<file path="src/rtl/core/spfr_pkg.sv">
`timescale 1ns / 1ps
// ----------------------------------------------------------------------------
// spfr_pkg
// Shared types, register codes and tables for the stream find/replace unit.
// ----------------------------------------------------------------------------
package spfr_pkg;

    localparam int unsigned MAX_PATTERN_BYTES_DEF = 16;
    localparam int unsigned CFG_INDEX_W           = 3;
    localparam int unsigned CFG_DATA_W            = 64;
    localparam int unsigned HIT_W                 = 16;
    localparam int unsigned PHASE_W               = 4;

    // Configuration register indexes
    localparam logic [CFG_INDEX_W-1:0] CFG_FIND_LOW       = 3'd0;
    localparam logic [CFG_INDEX_W-1:0] CFG_FIND_HIGH      = 3'd1;
    localparam logic [CFG_INDEX_W-1:0] CFG_REPLACE_LOW    = 3'd2;
    localparam logic [CFG_INDEX_W-1:0] CFG_REPLACE_HIGH   = 3'd3;
    localparam logic [CFG_INDEX_W-1:0] CFG_PATTERN_LENGTH = 3'd4;
    localparam logic [CFG_INDEX_W-1:0] CFG_MATCH_STRIDE   = 3'd5;
    localparam logic [CFG_INDEX_W-1:0] CFG_EXPECTED_HITS  = 3'd6;

    // match_status codes
    localparam logic [1:0] STATUS_OK    = 2'd0;
    localparam logic [1:0] STATUS_OVER  = 2'd1;
    localparam logic [1:0] STATUS_FEWER = 2'd2;

    typedef struct packed {
        logic [7:0] data_byte;
        logic       last_byte;
    } in_t;

    typedef struct packed {
        logic [7:0]       out_byte;
        logic             out_last;
        logic [HIT_W-1:0] hit_count;
        logic [1:0]       match_status;
    } out_t;

    typedef struct packed {
        logic [63:0]      find_low;
        logic [63:0]      find_high;
        logic [63:0]      replace_low;
        logic [63:0]      replace_high;
        logic [4:0]       pattern_length;
        logic [4:0]       match_stride;
        logic [HIT_W-1:0] expected_hits;
    } cfg_t;

    typedef struct packed {
        logic fire;      // engine performs one step this cycle
        logic take_new;  // that step starts with the held input byte
    } eng_ctl_t;

    // Row s-1 holds p % s in nibble p, p = 0..15.
    localparam logic [63:0] PHASE_MOD_TABLE [16] = '{
        64'h0000_0000_0000_0000,
        64'h1010_1010_1010_1010,
        64'h0210_2102_1021_0210,
        64'h3210_3210_3210_3210,
        64'h0432_1043_2104_3210,
        64'h3210_5432_1054_3210,
        64'h1065_4321_0654_3210,
        64'h7654_3210_7654_3210,
        64'h6543_2108_7654_3210,
        64'h5432_1098_7654_3210,
        64'h4321_0A98_7654_3210,
        64'h3210_BA98_7654_3210,
        64'h210C_BA98_7654_3210,
        64'h10DC_BA98_7654_3210,
        64'h0EDC_BA98_7654_3210,
        64'hFEDC_BA98_7654_3210
    };

    function automatic logic [PHASE_W-1:0] phase_mod(
        input logic [PHASE_W-1:0] phase,
        input logic [PHASE_W-1:0] stride_m1
    );
        logic [63:0] row;
        row = PHASE_MOD_TABLE[stride_m1];
        return row[{phase, 2'b00} +: PHASE_W];
    endfunction

endpackage

</file>
<file path="src/rtl/core/spfr_cfg_regs.sv">
`timescale 1ns / 1ps
// ----------------------------------------------------------------------------
// spfr_cfg_regs
// Configuration register file; one write per transfer, unknown indexes ignored.
// ----------------------------------------------------------------------------
module spfr_cfg_regs (
    input  logic                               clk,
    input  logic                               rst_n,
    input  logic                               wr_en,
    input  logic [spfr_pkg::CFG_INDEX_W-1:0]   wr_index,
    input  logic [spfr_pkg::CFG_DATA_W-1:0]    wr_data,
    output spfr_pkg::cfg_t                     cfg
);
    import spfr_pkg::*;

    cfg_t cfg_reg;
    cfg_t cfg_next;

    always_comb
    begin
        cfg_next = cfg_reg;
        if (wr_en)
        begin
            case (wr_index)
                CFG_FIND_LOW:       cfg_next.find_low       = wr_data;
                CFG_FIND_HIGH:      cfg_next.find_high      = wr_data;
                CFG_REPLACE_LOW:    cfg_next.replace_low    = wr_data;
                CFG_REPLACE_HIGH:   cfg_next.replace_high   = wr_data;
                CFG_PATTERN_LENGTH: cfg_next.pattern_length = wr_data[4:0];
                CFG_MATCH_STRIDE:   cfg_next.match_stride   = wr_data[4:0];
                CFG_EXPECTED_HITS:  cfg_next.expected_hits  = wr_data[HIT_W-1:0];
                default:            cfg_next = cfg_reg;
            endcase
        end
    end

    always_ff @(posedge clk or negedge rst_n)
    begin
        if (!rst_n)
        begin
            cfg_reg.find_low       <= '0;
            cfg_reg.find_high      <= '0;
            cfg_reg.replace_low    <= '0;
            cfg_reg.replace_high   <= '0;
            cfg_reg.pattern_length <= 5'd4;
            cfg_reg.match_stride   <= 5'd1;
            cfg_reg.expected_hits  <= '0;
        end
        else
        begin
            cfg_reg <= cfg_next;
        end
    end

    assign cfg = cfg_reg;

endmodule

</file>
<file path="src/rtl/core/spfr_engine.sv">
`timescale 1ns / 1ps
// ----------------------------------------------------------------------------
// spfr_engine
// Byte window, parallel compare/patch and hit bookkeeping; at most one byte out per step.
// ----------------------------------------------------------------------------
module spfr_engine #(
    parameter int unsigned MAX_BYTES = spfr_pkg::MAX_PATTERN_BYTES_DEF
) (
    input  logic                clk,
    input  logic                rst_n,
    input  spfr_pkg::eng_ctl_t  ctl,
    input  spfr_pkg::in_t       item,
    input  spfr_pkg::cfg_t      cfg,
    output logic                emit,
    output spfr_pkg::out_t      result,
    output logic                busy
);
    import spfr_pkg::*;

    localparam int unsigned FILL_W = $clog2(MAX_BYTES + 1);

    logic [7:0]         win_reg   [MAX_BYTES];
    logic [7:0]         win_next  [MAX_BYTES];
    logic [7:0]         win_base  [MAX_BYTES];
    logic [7:0]         win_patch [MAX_BYTES];
    logic [FILL_W-1:0]  fill_reg, fill_next, fill_base;
    logic [PHASE_W-1:0] phase_reg, phase_next, phase_base, phase_inc;
    logic [HIT_W-1:0]   hits_reg, hits_next, hits_new;
    logic               ovr_reg, ovr_next, ovr_new;
    logic               chk_reg, chk_next, chk_base;
    logic               lst_reg, lst_next, lst_base;

    logic [FILL_W-1:0]  len_eff;
    logic [PHASE_W-1:0] stride_m1;
    logic [127:0]       find_all, repl_all;
    logic               eq_all, over_len, do_check, hit, final_byte;

    assign find_all = {cfg.find_high, cfg.find_low};
    assign repl_all = {cfg.replace_high, cfg.replace_low};

    // Out-of-range length and stride settings clamp to the legal range
    always_comb
    begin
        if (cfg.pattern_length == '0)
            len_eff = FILL_W'(1);
        else if (cfg.pattern_length > 5'(MAX_BYTES))
            len_eff = FILL_W'(MAX_BYTES);
        else
            len_eff = FILL_W'(cfg.pattern_length);

        if (cfg.match_stride == '0)
            stride_m1 = '0;
        else if (cfg.match_stride > 5'd16)
            stride_m1 = '1;
        else
            stride_m1 = PHASE_W'(cfg.match_stride - 5'd1);
    end

    // Window after the optional append, then compare and patch
    always_comb
    begin
        for (int i = 0; i < MAX_BYTES; i++)
        begin
            if (ctl.take_new && fill_reg == FILL_W'(i))
                win_base[i] = item.data_byte;
            else
                win_base[i] = win_reg[i];
        end
        fill_base  = ctl.take_new ? fill_reg + FILL_W'(1) : fill_reg;
        chk_base   = ctl.take_new | chk_reg;
        lst_base   = ctl.take_new ? item.last_byte : lst_reg;
        phase_base = ctl.take_new ? phase_mod(phase_reg, stride_m1) : phase_reg;

        eq_all = 1'b1;
        for (int i = 0; i < MAX_BYTES; i++)
        begin
            if (FILL_W'(i) < len_eff && win_base[i] != find_all[8*i +: 8])
                eq_all = 1'b0;
        end

        over_len = fill_base > len_eff;
        do_check = !over_len && fill_base == len_eff && chk_base;
        hit      = do_check && !ovr_reg && phase_base == '0 && eq_all;
        emit     = over_len || do_check || (lst_base && fill_base != '0);

        for (int i = 0; i < MAX_BYTES; i++)
        begin
            if (hit && FILL_W'(i) < len_eff)
                win_patch[i] = repl_all[8*i +: 8];
            else
                win_patch[i] = win_base[i];
        end

        hits_new   = (hit && hits_reg != '1) ? hits_reg + HIT_W'(1) : hits_reg;
        ovr_new    = ovr_reg || (hit && cfg.expected_hits != '0
                                 && hits_new > cfg.expected_hits);
        final_byte = lst_base && emit && fill_base == FILL_W'(1);
        phase_inc  = (phase_base == stride_m1) ? '0 : phase_base + PHASE_W'(1);
    end

    // Result fields
    always_comb
    begin
        result.out_byte  = win_patch[0];
        result.out_last  = final_byte;
        result.hit_count = hits_new;
        if (ovr_new)
            result.match_status = STATUS_OVER;
        else if (final_byte && cfg.expected_hits != '0 && hits_new < cfg.expected_hits)
            result.match_status = STATUS_FEWER;
        else
            result.match_status = STATUS_OK;
    end

    // Next state
    always_comb
    begin
        for (int i = 0; i < MAX_BYTES - 1; i++)
        begin
            if (emit)
                win_next[i] = win_patch[i + 1];
            else
                win_next[i] = win_patch[i];
        end
        win_next[MAX_BYTES-1] = win_patch[MAX_BYTES-1];
        fill_next  = emit ? fill_base - FILL_W'(1) : fill_base;
        phase_next = emit ? phase_inc : phase_base;
        hits_next  = hits_new;
        ovr_next   = ovr_new;
        chk_next   = chk_base && over_len;
        lst_next   = lst_base;
        if (final_byte)
        begin
            fill_next  = '0;
            phase_next = '0;
            hits_next  = '0;
            ovr_next   = 1'b0;
            chk_next   = 1'b0;
            lst_next   = 1'b0;
        end
    end

    always_ff @(posedge clk)
    begin
        if (ctl.fire)
        begin
            for (int i = 0; i < MAX_BYTES; i++)
                win_reg[i] <= win_next[i];
        end
    end

    always_ff @(posedge clk or negedge rst_n)
    begin
        if (!rst_n)
        begin
            fill_reg  <= '0;
            phase_reg <= '0;
            hits_reg  <= '0;
            ovr_reg   <= 1'b0;
            chk_reg   <= 1'b0;
            lst_reg   <= 1'b0;
        end
        else if (ctl.fire)
        begin
            fill_reg  <= fill_next;
            phase_reg <= phase_next;
            hits_reg  <= hits_next;
            ovr_reg   <= ovr_next;
            chk_reg   <= chk_next;
            lst_reg   <= lst_next;
        end
    end

    // Work left from an earlier byte: over-length drain or end-of-image flush
    assign busy = chk_reg || (lst_reg && fill_reg != '0);

endmodule

</file>
<file path="src/rtl/core/stream_pattern_find_replace_unit.sv">
`timescale 1ns / 1ps
// ----------------------------------------------------------------------------
// stream_pattern_find_replace_unit
// Streaming byte find-and-replace with hit counting and count checking.
// ----------------------------------------------------------------------------
// Usage:
//   byte_*   : input image, one byte per transfer, last_byte on the final one.
//   result_* : output image, one byte per transfer, with running hit_count
//              and match_status; out_last marks the final byte.
//   cfg_*    : register writes (index 0..6), always ready; write only while
//              no byte is in flight.
// Release: a byte leaves once pattern_length - 1 later bytes have arrived (or
//   at the image end); the completing byte is held in the input register and
//   the result is registered in the output register before its transfer.
// Throughput: one byte per cycle in steady state unless result_ready stalls it.
//   The single window engine emits at most one byte per cycle, so after the last
//   byte each held byte (up to pattern_length - 1) is flushed in its own step,
//   and shortening the pattern mid-image drains the surplus the same way.
// Reset: counters, status and handshake state clear; registers return to
//   length 4, stride 1, all patterns zero, count checking off.
// Stall: while result_valid is high and result_ready is low the output register
//   holds, the engine stops, and byte_ready drops once the input register is occupied.
// ----------------------------------------------------------------------------
module stream_pattern_find_replace_unit #(
    parameter int unsigned MAX_PATTERN_BYTES = spfr_pkg::MAX_PATTERN_BYTES_DEF
) (
    input  logic                               clk,
    input  logic                               rst_n,
    input  logic                               cfg_valid,
    output logic                               cfg_ready,
    input  logic [spfr_pkg::CFG_INDEX_W-1:0]   cfg_index,
    input  logic [spfr_pkg::CFG_DATA_W-1:0]    cfg_data,
    input  logic                               byte_valid,
    output logic                               byte_ready,
    input  spfr_pkg::in_t                      byte_data,
    output logic                               result_valid,
    input  logic                               result_ready,
    output spfr_pkg::out_t                     result_data
);
    import spfr_pkg::*;

    cfg_t     cfg;
    eng_ctl_t eng_ctl;
    out_t     eng_result;
    logic     eng_emit;
    logic     eng_busy;

    in_t      item_reg;
    logic     item_valid_reg;
    out_t     result_reg;
    logic     result_valid_reg;
    logic     result_valid_next;
    logic     adv;

    // Registers accept every write immediately
    assign cfg_ready = 1'b1;

    spfr_cfg_regs u_cfg (
        .clk      (clk),
        .rst_n    (rst_n),
        .wr_en    (cfg_valid && cfg_ready),
        .wr_index (cfg_index),
        .wr_data  (cfg_data),
        .cfg      (cfg)
    );

    // Engine steps when it has work and the output register can take its result.
    // Pending drain/flush work has priority over the held input byte.
    assign adv              = !result_valid_reg || result_ready;
    assign eng_ctl.take_new = adv && !eng_busy && item_valid_reg;
    assign eng_ctl.fire     = adv && (eng_busy || item_valid_reg);
    assign byte_ready       = !item_valid_reg || eng_ctl.take_new;

    spfr_engine #(
        .MAX_BYTES (MAX_PATTERN_BYTES)
    ) u_engine (
        .clk    (clk),
        .rst_n  (rst_n),
        .ctl    (eng_ctl),
        .item   (item_reg),
        .cfg    (cfg),
        .emit   (eng_emit),
        .result (eng_result),
        .busy   (eng_busy)
    );

    // Input register
    always_ff @(posedge clk or negedge rst_n)
    begin
        if (!rst_n)
        begin
            item_valid_reg <= 1'b0;
        end
        else if (byte_valid && byte_ready)
        begin
            item_valid_reg <= 1'b1;
        end
        else if (eng_ctl.take_new)
        begin
            item_valid_reg <= 1'b0;
        end
    end

    always_ff @(posedge clk)
    begin
        if (byte_valid && byte_ready)
            item_reg <= byte_data;
    end

    // Output register
    assign result_valid_next = eng_ctl.fire && eng_emit;

    always_ff @(posedge clk or negedge rst_n)
    begin
        if (!rst_n)
        begin
            result_valid_reg <= 1'b0;
        end
        else if (adv)
        begin
            result_valid_reg <= result_valid_next;
        end
    end

    always_ff @(posedge clk)
    begin
        if (adv && result_valid_next)
            result_reg <= eng_result;
    end

    assign result_valid = result_valid_reg;
    assign result_data  = result_reg;

`ifndef SYNTHESIS
    // A drain or flush step always produces a byte
    assert property (@(posedge clk) disable iff (!rst_n)
        eng_busy && adv |=> result_valid_reg)
        else $error("drain step produced no output byte");

    // Short-count status only on the final byte of an image
    assert property (@(posedge clk) disable iff (!rst_n)
        result_valid_reg && result_reg.match_status == STATUS_FEWER |-> result_reg.out_last)
        else $error("fewer-hits status on a non-final byte");

    // After the final byte is produced no work remains for that image
    assert property (@(posedge clk) disable iff (!rst_n)
        eng_ctl.fire && eng_emit && eng_result.out_last |=> !eng_busy)
        else $error("engine still busy after end of image");
`endif

endmodule
</file>
<file path="config.mk">
export PLATFORM = sky130hd
export DESIGN_NAME = stream_pattern_find_replace_unit
export DESIGN_NICKNAME = d
export VERILOG_FILES = /design/src/rtl/core/spfr_pkg.sv /design/src/rtl/core/spfr_cfg_regs.sv /design/src/rtl/core/spfr_engine.sv /design/src/rtl/core/stream_pattern_find_replace_unit.sv
export SDC_FILE = /design/constraint.sdc
export NUM_CORES = 1
export LEC_CHECK = 0
export BUFFER_PORTS_ARGS = -buffer_cell sky130_fd_sc_hd__buf_2
export CAP_MARGIN = 20
export CORE_AREA = 3 3 193 337
export DETAILED_ROUTE_END_ITERATION = 10
export DIE_AREA = 0 0 196 340
export SLEW_MARGIN = 10
export SYNTH_ARGS = -nofsm -noshare
export SYNTH_HDL_FRONTEND = slang
export SYNTH_SLANG_ARGS = --single-unit
</file>
<file path="constraint.sdc">
create_clock -name clk -period 12.5 [get_ports clk]
set_input_delay 2.5 -clock clk [delete_from_list [all_inputs] [get_ports clk]]
set_output_delay 2.5 -clock clk [all_outputs]
set_load 0.01 [all_outputs]
</file>
Word level (Yosys, flattened, before mapping):

Memory sizes are Yosys's and may differ from the RTL's.
Index checks and enable logic that the tools add are counted.

* register bits after elaboration: 348
* bits in writable memories: 128
* ROM bits: 1024
* input port bits: 81
* output and inout port bits: 30
* memories kept: 2

Memory list
* (name not given): words 16, bits a word 64, rd ports 1, clocked after memory_dff 0, wr ports 0, line spfr_pkg.sv:80 `row = PHASE_MOD_TABLE[stride_m1];`
* u_engine.win_reg: words 16, bits a word 8, rd ports 16, clocked after memory_dff 0, wr ports 16, line spfr_engine.sv:22 `logic [7:0] win_reg [MAX_BYTES];`

* add/sub/neg operators: 5
* $lt $le $gt $ge: 22
* eq/ne operators: 41
* shift-type cells: 1
* multiplexer cells: 87
* bitwise operators: 2
* reductions and logical operators: 97

Operators with widths (number)
* $mux W8: 47
* $mux W64: 2
* $ne A8 B8 Y1: 16
* $logic_and A1 B1 Y1: 69
* $shiftx A64 B7 Y4: 1
* $eq A5 B4 Y1 const B: 8
* $lt A4 B5 Y1 const A: 8
* $mux W16: 2
* $mux W5: 5
* $mux W1: 24
* $mux W4: 6
* $eq A5 B3 Y1 const B: 4
* $lt A3 B5 Y1 const A: 4
* $add A16 B1 Y16 const B: 1
* $gt A16 B16 Y1: 1
* $lt A16 B16 Y1: 1
* $ne A16 B16 Y1 const B: 1
* $reduce_bool A16 Y1: 1
* $logic_not A5 Y1: 3
* $reduce_and A2 Y1: 7
* $eq A5 B1 Y1 const B: 2
* $eq A5 B2 Y1 const B: 2
* $gt A5 B5 Y1 const B: 2
* $lt A1 B5 Y1 const A: 2
* other kinds (21): 36

Logic depth before layout (Yosys ltp):

Gate-level depths: netlist (run 1).

* word-level depth: 33
* mapped depth: 38
* gate-level depth less buffers: 35

Modules after synthesis:

Synthesis (run 1) repeated with hierarchy kept, for this count alone.

* cells, all modules: 2577
* area, all modules: 28011.9 µm²

By module, submodules not included
* spfr_engine: instances 1, cells each 1922, area each 15715.1 µm², seq. area each 4544.4 µm²
* spfr_cfg_regs: instances 1, cells each 600, area each 11058.1 µm², seq. area each 7059.3 µm²
* stream_pattern_find_replace_unit: instances 1, cells each 55, area each 1238.7 µm², seq. area each 1131.1 µm²

Worst setup path before layout (run 1):

No wires, ideal clock.

* kind: input -> register
* start point: input result_ready
* end point: register result_reg (netlist bit result_data[0]) (data pin)
* setup time: 263 ps
* arrival: 7729 ps
* data required time: 12237 ps
* setup slack: 4508 ps
* stages on the path: 28
* path buffers: 5
* cells stage by stage: nor2b_1 buf_2 buf_2 a211oi_4 clkbuf_1 nor2_1 a21oi_1 inv_1 ha_1 o2111ai_1 a2111oi_0 nand3_1 nor4b_2 nand4b_1 buf_2 clkbuf_1 nor2_1 xor2_1 ha_1 a21o_1 a21o_1 a21o_1 a21o_1 a221oi_1 o2bb2ai_1 a31oi_1 nand3_1 o21bai_1

RTL lines
* start: declaration: line stream_pattern_find_replace_unit.sv:37 `input logic result_ready,`
* end signal: assignment: line stream_pattern_find_replace_unit.sv:128 `result_reg <= eng_result;`
* end: declaration: line stream_pattern_find_replace_unit.sv:50 `out_t result_reg;`

==> run summary, run 1 <==
Setup violations remaining at the end of the flow were counted as 0. The net total in the final layout is 2585. Summed over all layers, the routed wires come to 89800 um.

The tree is rooted in a clkbuf_16. The min-delay analysis places its worst path in the category reg2reg. The adder-cell share of the synthesized area is 1.94%. After synthesis, the largest family of logic cells by area is multiplexers. The worst setup path is launched from a register. The internal reg-to-reg setup slack is 3.52 ns.

The first global-routing pass estimated 135000 um of wire. The congestion estimate from routability-driven global placement came to 0.952. STA classifies the critical path endpoint as a register. The critical path's slowest cell is dfstp_2. In this run the worst setup path begins at u_cfg.cfg[16]. The cell total after placement came out at 3214. The number of setup buffers added after CTS came out at 0. The floorplan die height came out at 340 um. In this run the static leakage power is 11.9 nW. In this run the critical register-to-register path is captured at result_data[1].

The arrival time of data at the critical path endpoint came out at 9.39 ns. After synthesis, the share of flip-flops with an asynchronous set or reset is 65.5%. For this block, the initial DRC count from the detailed router was 1271.

In the global route stage, overall resource usage came out at 26.5%. The total CTS buffers is 46. The die width came out at 196 um. After clock tree synthesis, the repair step resized 0 gates. The number of nets produced by synthesis is 2535.

The quantity of hold-fixing buffers added after cts is 0. Across the run, the number of max-cap violations was 0. Synthesis handed over a netlist of 2414 instances. The worst-case headroom to the max-slew limit is 22.4%. The core region is 62400 um^2. The proportion of synthesized area in mux cells is 17.7%.

The via count of the routed design came out at 20200. The flow ran to the end, and the final reports show no timing, DRC or antenna violations. The count of pins over their slew limit is 0. The share of layout cells above drive strength 1 is 24.3%. The residual DRC count came out at 0.

The sum of negative setup slack came out at 0 ns. The library cell used most frequently in the layout, excluding fill and tap cells, is mux2_2. The number of antenna repair diodes is 0.

Counting I/O delays and the setup requirement, the final critical path takes 8.98 ns. The worst setup path endpoint is result_data[1]. The H-tree generated during clock tree synthesis spans 2 levels. TritonCTS built the clock tree.

The clock passes through at most 3 buffers. The post-synthesis cell type count came out at 91. The synthesized netlist devotes 11.2% of its cell area to compound gates. The number of enable flip-flop cells after synthesis is 164. During synthesis, Yosys emitted a total of 0 warnings. The worst voltage drop across the vdd grid is 0.196 mV.

The power density over the cells came out at 271 nW/um^2. Dividing the detail-routed via count by the number of cells gives 6.11. The top cell type by total area after synthesis is dfrtp_1.

In this run the mean area of a mapped cell was 11.1 um^2. The fraction of the yosys area taken by sequential cells came out at 47.5%. The most used flip-flop cell after synthesis is dfrtp_1. The final count of hold timing violations is 0. Setup repair after global routing left no endpoint under its margin.

Global routing finished with a remaining overflow of 0. The post-route clock skew is 0.0306 ns. The count of non-filler cells in the finished layout is 3301. In this run the remaining antenna-violating nets after routing total 0. The number of global-route vias before repair came out at 21000. The largest incremental delay on the critical path came out at 0.60 ns.

In this run the cell area of the synthesized design comes to 26800 um^2. The first-pass detailed-route iteration total is 6. The initial core utilization came out at 43.0%. The later pin in the worst-skew pair is clocked with a latency of 0.62 ns.

The area growth from synthesis to final layout came out at 10.8%. The required time of the critical path is 12.91 ns. The number of antenna violations at the first check in global routing came to 3. The worst setup path is of the reg2reg kind.

For the pin with the worst max-slew slack, the measured transition is 1.16 ns. The detailed-placement wirelength estimate is 64200 um. The flip-flop count of the largest register, all copies and words added came out at 282. After Yosys synthesis, and, or, nand and nor cells account for 11.7% of the synthesized area. Entering global routing, the biggest net connects 122 pins. The total number of placement rows came out at 121.

The area fraction of the dominant cell type after synthesis is 28.9%. The depth of the worst register-to-register path came out at 32. The count of buffers from port buffering came out at 109. The number of top-level design ports is 111. Along the worst path, the maximum fanout reaches 48. The flip-flop and latch count after synthesis came out at 476.

The overall die area is 66600 um^2. Clock tree synthesis found a total of 476 sinks. The clock transition at the registers of the reported paths is 0.07 ns. The maximum clock frequency came out at 0.111 GHz.

The post-route clock period utilization is 71.8%. The average detailed-routed wire length per instance came out at 27.2 um. In this run the critical register-to-register path is launched from u_cfg.cfg[16].

The share of the synthesized netlist area taken by xor and xnor gates is 6.37%. Sorting the synthesized cells by area gives the leading types as dfrtp_1, edfxtp_1, mux2_2. In the layout the commonest cells are mux2_2, dfrtp_1, edfxtp_1.
-- worst max-delay path: cells and delay by family (launching register included) --
family / cells / cell delay [ns]
simple gates: 10 / 3.02
compound gates: 12 / 2.54
fa+ha+maj: 4 / 1.08
buf+inv: 5 / 1.24
flops: 1 / 0.60
xor+xnor: 1 / 0.24
-- layout make-up --
type	count	area, um^2
clock buffer	69	1380
timing repair buffer	154	891
tap	799	1000
inverter	92	348
fill	5779	32700
sequential	476	12700
clock inverter	17	169
multi-input combinational	1694	13200
-- cells in the mapped netlist (10+ instances only) --
cell and number:
nor2_1 118, edfxtp_1 164, a211oi_1 56, a221oi_1 16
and2_1 37, inv_1 89, nor4_1 27, a21o_1 10
or4_1 16, o221a_2 12, ha_1 40, mux2i_1 99
mux2_2 318, a31oi_1 23, dfrtp_1 310, o22ai_1 12
o21ai_0 87, xor2_1 107, a21oi_1 64, buf_2 18
o31ai_1 10, or3_1 14, nor3_1 91, nand3_1 27
clkbuf_1 120, nand2_1 156, xnor2_1 88, nand2b_1 18
nor2b_1 12, o211ai_1 17, mux2_4 11, and3_1 19
nand4_1 27
-- per-layer routing --
layer / vias to the layer above / part of all wire (%) / wire length, um / track usage (%)
li1: 8985 / - / - / -
met1: 10200 / 37 / 33000 / 29.5
met2: 753 / 53 / 47400 / 48.7
met3: 231 / 4.5 / 4040 / 3.57
met4: 4 / 5.9 / 5290 / 13.8
met5: - / 0.026 / 23 / 0
-- through the flow --
stage / hold slack (ns) / setup WS, ns / cell area [um^2] / util [%] / total power (W)
3_3_place_gp: 0.484 / 3.21 / 28100 / 45.1 / 0.00648
2_1_floorplan: 0.471 / 4.51 / 26800 / - / 0.00530
5_1_grt: 0.510 / 2.85 / 29700 / 47.6 / 0.00844
4_1_cts: 0.507 / 3.62 / 29700 / 47.6 / 0.00802
6_report: 0.504 / 3.52 / 29700 / 47.6 / 0.00804
3_5_place_dp: 0.492 / 3.01 / 28200 / 45.1 / 0.00655
-- cell families after synthesis --
kind of cell | count (synthesis)
simple gates | 608
flops | 476
mux | 428
compound gates | 420
buf+inv | 244
xor+xnor | 195
fa+ha+maj | 42
other cells | 1
-- worst min-delay path by stage --
stage,from,end,slack (ns),cells after the start
finish,u_cfg.cfg[60],u_cfg.cfg[60],0.50,1
global route,u_cfg.cfg[71],u_cfg.cfg[71],0.51,1
CTS,u_cfg.cfg[71],u_cfg.cfg[71],0.51,1
detailed placement,u_cfg.cfg[71],u_cfg.cfg[71],0.49,1
global placement,u_cfg.cfg[63],u_cfg.cfg[63],0.48,1
floorplan,u_cfg.cfg[63],u_cfg.cfg[63],0.47,1
-- power breakdown --
| group | internal (W) | switching (W) | total [W] |
|---|---|---|---|
| logic | 0.00139 | 0.00238 | 0.00377 |
| clock network | 0.000815 | 0.000647 | 0.00146 |
| registers | 0.00242 | 0.000383 | 0.00280 |
Note: power is estimated with default switching activity, not from simulation.
==> run 2, diff against run 1 <==
--- a/config.mk
+++ b/config.mk
@@ -5,11 +5,12 @@
 export SDC_FILE = /design/constraint.sdc
 export NUM_CORES = 1
 export LEC_CHECK = 0
+export ABC_AREA = 1
 export BUFFER_PORTS_ARGS = -buffer_cell sky130_fd_sc_hd__buf_2
 export CAP_MARGIN = 20
-export CORE_AREA = 3 3 193 337
+export CORE_AREA = 3 3 199 347
 export DETAILED_ROUTE_END_ITERATION = 10
-export DIE_AREA = 0 0 196 340
+export DIE_AREA = 0 0 202 350
 export SLEW_MARGIN = 10
 export SYNTH_ARGS = -nofsm -noshare
 export SYNTH_HDL_FRONTEND = slang
==> constraint.sdc (replaced) <==
create_clock -name clk -period 8.6 [get_ports clk]
set_input_delay 1.72 -clock clk [delete_from_list [all_inputs] [get_ports clk]]
set_output_delay 1.72 -clock clk [all_outputs]
set_load 0.01 [all_outputs]
==> run 2 against run 1 <==
Synthesized area grew 6.5%. Final cell count rose by 49%. Via count rose by 30%. Largest cell class unchanged.
==> run summary, run 2 <==
The final count of hold timing violations is 0 (unchanged). The remaining global-route overflow is 0 (unchanged). The number of antenna violations at the first check in global routing came out at 0 (was 3).

Most common library cells after synthesis: nand2_1, inv_1, nand3_1, o21ai_0, dfrtp_1 (was mux2_2, dfrtp_1, edfxtp_1, nand2_1, clkbuf_1). The cell with the most instances after synthesis is nand2_1 (was mux2_2). The overall die area came out at 70700 um^2 (was 66600 um^2). The final weighted congestion in routability-driven placement came out at 0.930 (was 0.952).

The maximum fanout along the worst path came out at 22 (was 48). The die width came out at 202 um (was 196 um). The total number of H-tree levels is 2 (unchanged). The clock sink count came out at 476 (unchanged). The clock latency on the worst-skew pair is 0.63 ns (was 0.62 ns). The maximum root-to-sink buffer count came out at 3 (unchanged). The number of inserted filler cells in the final layout came out at 6892 (was 5779). The post-synthesis cell type count is 45 (was 91).

The top flip-flop cell by instance count after synthesis is dfrtp_1 (unchanged). The initial core utilization came out at 43.0% (about the same). The total number of placement rows came out at 125 (was 121). The minimum period implied by the final worst setup slack is 6.50 ns. The cell total after placement is 4838 (was 3214). Result of the run: completed (unchanged).

The register share of total power is 32.1% (was 34.9%). The share of layout cells above drive strength 1 is 7.18% (was 24.3%). The flip-flop count of the largest register, all copies and words added is 282 (unchanged). The fraction of power spent switching nets came to 46.7% (was 42.4%). The warning count from the yosys run is 0 (unchanged). The static leakage power is 16.1 nW (was 11.9 nW). The first-pass detailed-route iteration total came out at 6 (unchanged). The total CTS buffers came out at 48 (was 46).

The core area is 66500 um^2 (was 62400 um^2). The remaining number of nets flagged by the antenna check after routing came out at 0 (unchanged). The number of global-route vias before repair is 24900 (was 21000). The number of top-level design ports is 111 (unchanged). The via count of the routed design is 26300 (was 20200). The detailed-placement wirelength estimate was 66300 um (was 64200 um).

The floorplan die height is 350 um (was 340 um). The area occupied by multi-input gates is 12900 um^2 (was 13200 um^2). The post-route clock skew came to 0.0335 ns (was 0.0306 ns). The number of resized instances in the post-cts repair step came out at 0 (unchanged). The required time of the critical path was 8.95 ns (was 12.91 ns). The clock network power share came out at 18.7% (was 18.2%). The critical path's top delay family is simple AND/OR/NAND/NOR gates (unchanged). Unrepaired setup endpoints after global routing: false (unchanged).

The maximum clock frequency came out at 0.154 GHz. The synthesized instance count is 3968 (was 2414). The most frequent standard cell in the layout excluding fill and tap cells is nand2_1 (was mux2_2). The type of element launching the critical path is a primary input (was register). The fraction of the yosys area taken by sequential cells came out at 44.6% (was 47.5%). The critical path's slowest cell is nand4_4 (was dfstp_2). The total power of the final layout came to 0.0118 W (was 0.00804 W). The share of power burned in combinational logic is 49.2% (was 46.9%). The count of max-cap constraint violations came out at 0 (unchanged). The critical path buffer and inverter count was 6 (was 5). The most used cell along the critical path is nand2_1.

Cell types occupying the most area after synthesis: dfrtp_1, nand2_1, edfxtp_1 (was dfrtp_1, edfxtp_1, mux2_2). The sum of negative setup slack came out at 0 ns (unchanged). The flip-flop and latch count after synthesis was 476 (unchanged). The largest incremental delay on the critical path came out at 0.65 ns (was 0.60 ns). The post-detailed-route via-to-cell ratio was 5.34 (was 6.11). The top cell type by total area after synthesis is dfrtp_1 (unchanged).

The worst voltage drop across the vdd grid came out at 0.528 mV (was 0.196 mV). The all-layer global routing usage is 27.0% (was 26.5%). Highest-count cells in the layout ignoring fill and taps: nand2_1, inv_1, nand3_1 (was mux2_2, dfrtp_1, edfxtp_1).

The internal reg-to-reg setup slack is 2.15 ns (was 3.52 ns). The worst-case headroom to the max-slew limit came out at 25.9% (was 22.4%). The clock transition at the registers of the reported paths is 0.06 ns (was 0.07 ns). The total internal power is 0.00631 W (was 0.00463 W). The TritonCTS clock tree is yes (unchanged).

The wire length reported by the detailed router is 96700 um (was 89800 um). The total net switching power is 0.00554 W (was 0.00341 W). After layout, the worst path uses 75.6% of the clock period.

The classification of the worst-slack hold path is reg2reg (unchanged). The area fraction of the dominant cell type after synthesis came out at 27.2% (was 28.9%). The net total in the final layout is 4121 (was 2585). The count of non-filler cells in the finished layout is 4929 (was 3301). The count of buffers from port buffering is 109 (unchanged). The number of setup violations in the final report is 0 (unchanged).

The average detailed-routed wire length per instance is 19.6 um (was 27.2 um). The quantity of hold-fixing buffers added after cts is 0 (unchanged). The number of enable flip-flop cells after synthesis came out at 164 (unchanged). The path type of the worst setup path is in2reg (was reg2reg). The area growth from synthesis to final layout came out at 10.0% (was 10.8%).

The kind of end point of the critical path is a register (unchanged). The summed instance area of the synthesized netlist was 28500 um^2 (was 26800 um^2). The number of setup buffers added after CTS is 0 (unchanged).

The arrival time of data at the critical path endpoint came out at 6.85 ns (was 9.39 ns). The violation count after the first detailed-route iteration came out at 2049 (was 1271). The power density over the cells is 377 nW/um^2 (was 271 nW/um^2).

The maximum number of pins on one net before global-route repair is 144 (was 122). The sequential cell area came out at 12700 um^2 (unchanged). The residual DRC count came out at 0 (unchanged). The first-pass GRT wire length is 147000 um (was 135000 um). The number of nets produced by synthesis is 4089 (was 2535). The post-synthesis async set-or-reset flop share came out at 65.5% (unchanged). The transition time of the tightest slew-check pin came out at 1.11 ns (was 1.16 ns). The cell chosen for the clock root is clkbuf_16 (unchanged). The count of pins over their slew limit is 0 (unchanged). The average instance area after synthesis came out at 7.20 um^2 (was 11.1 um^2).
run 2: cell count changes after synthesis, moves of 56 or more:
cell / before / now
mux2i_1: 99 / 1
xor2_1: 107 / 13
nand3_1: 27 / 465
inv_1: 89 / 562
nand2_1: 156 / 1486
xnor2_1: 88 / 0
nand4_1: 27 / 139
o21ai_0: 87 / 314
nor3_1: 91 / 13
mux2_2: 318 / 0
a211oi_1: 56 / 0
run 2: layer usage:
metal	global-route usage, %	vias to the layer above	wire [um]
met5	0	-	0
met4	13.8	0	5370
met3	3.29	230	5580
met2	47.8	930	48500
li1	-	12800	-
met1	32.2	12300	37300
run 2: power by group through the flow:
stage | registers, W | clock network, W | logic, W
global placement | 0.00383 | 0 | 0.00571
finish | 0.00381 | 0.00222 | 0.00583
floorplan | 0.00378 | 0 | 0.00385
detailed placement | 0.00384 | 0 | 0.00576
global route | 0.00388 | 0.00234 | 0.00642
CTS | 0.00380 | 0.00225 | 0.00578
run 2: logic make-up after synthesis:
| family | Yosys count | synth area share [%] |
|---|---|---|
| and+or+nand+nor | 2334 | 36.2 |
| buffers and inverters | 738 | 10.4 |
| DFF | 476 | 44.6 |
| AOI/OAI and AO/OA | 365 | 6.63 |
| adders and majority gates | 40 | 1.75 |
| xor gates and xnor gates | 13 | 0.399 |
| other | 1 | 0.0131 |
| muxes | 1 | 0.0351 |
run 2: final timing paths:
| kind | startpoint | to | depth (start not counted) |
|---|---|---|---|
| setup / recovery | result_ready | result_data[1] | 33 |
| hold / removal | u_cfg.cfg[91] | u_cfg.cfg[91] | 2 |
| setup reg to reg | u_engine.fill_reg[0] | result_data[1] | 36 |
| hold reg to reg | u_cfg.cfg[91] | u_cfg.cfg[91] | 2 |
| max in group asynchronous | rst_n | u_cfg.cfg[165] | 2 |
| min in group asynchronous | rst_n | u_cfg.cfg[86] | 1 |
run 2: area by class of cell:
cell class / count / share of cell area, %
antenna: 1 / 0.00797
timing repair buffer: 144 / 2.75
multi-input combinational: 2754 / 41.1
clock buffer: 67 / 4.51
tap: 889 / 3.54
clock inverter: 22 / 0.657
sequential: 476 / 40.5
inverter: 576 / 6.91
run 2: per-stage QoR:
step | instance area [um^2] | hold WS [ns] | utilization (%) | worst slack, ns
2_1_floorplan | 28500 | 0.444 | - | 2.25
3_3_place_gp | 29800 | 0.460 | 44.8 | 1.60
3_5_place_dp | 29800 | 0.469 | 44.8 | 1.53
4_1_cts | 31400 | 0.485 | 47.2 | 2.14
5_1_grt | 31400 | 0.500 | 47.2 | 1.48
6_report | 31400 | 0.480 | 47.3 | 2.10
run 2: worst reg2reg max path: cells and delay by family (launching register included):
kind | cells | cell delay [ns]
AOI/OAI and AO/OA | 4 | 0.57
and+or+nand+nor | 22 | 3.48
DFF | 1 | 0.42
adders and majority gates | 3 | 0.86
xor gates and xnor gates | 1 | 0.32
buffers and inverters | 6 | 0.52
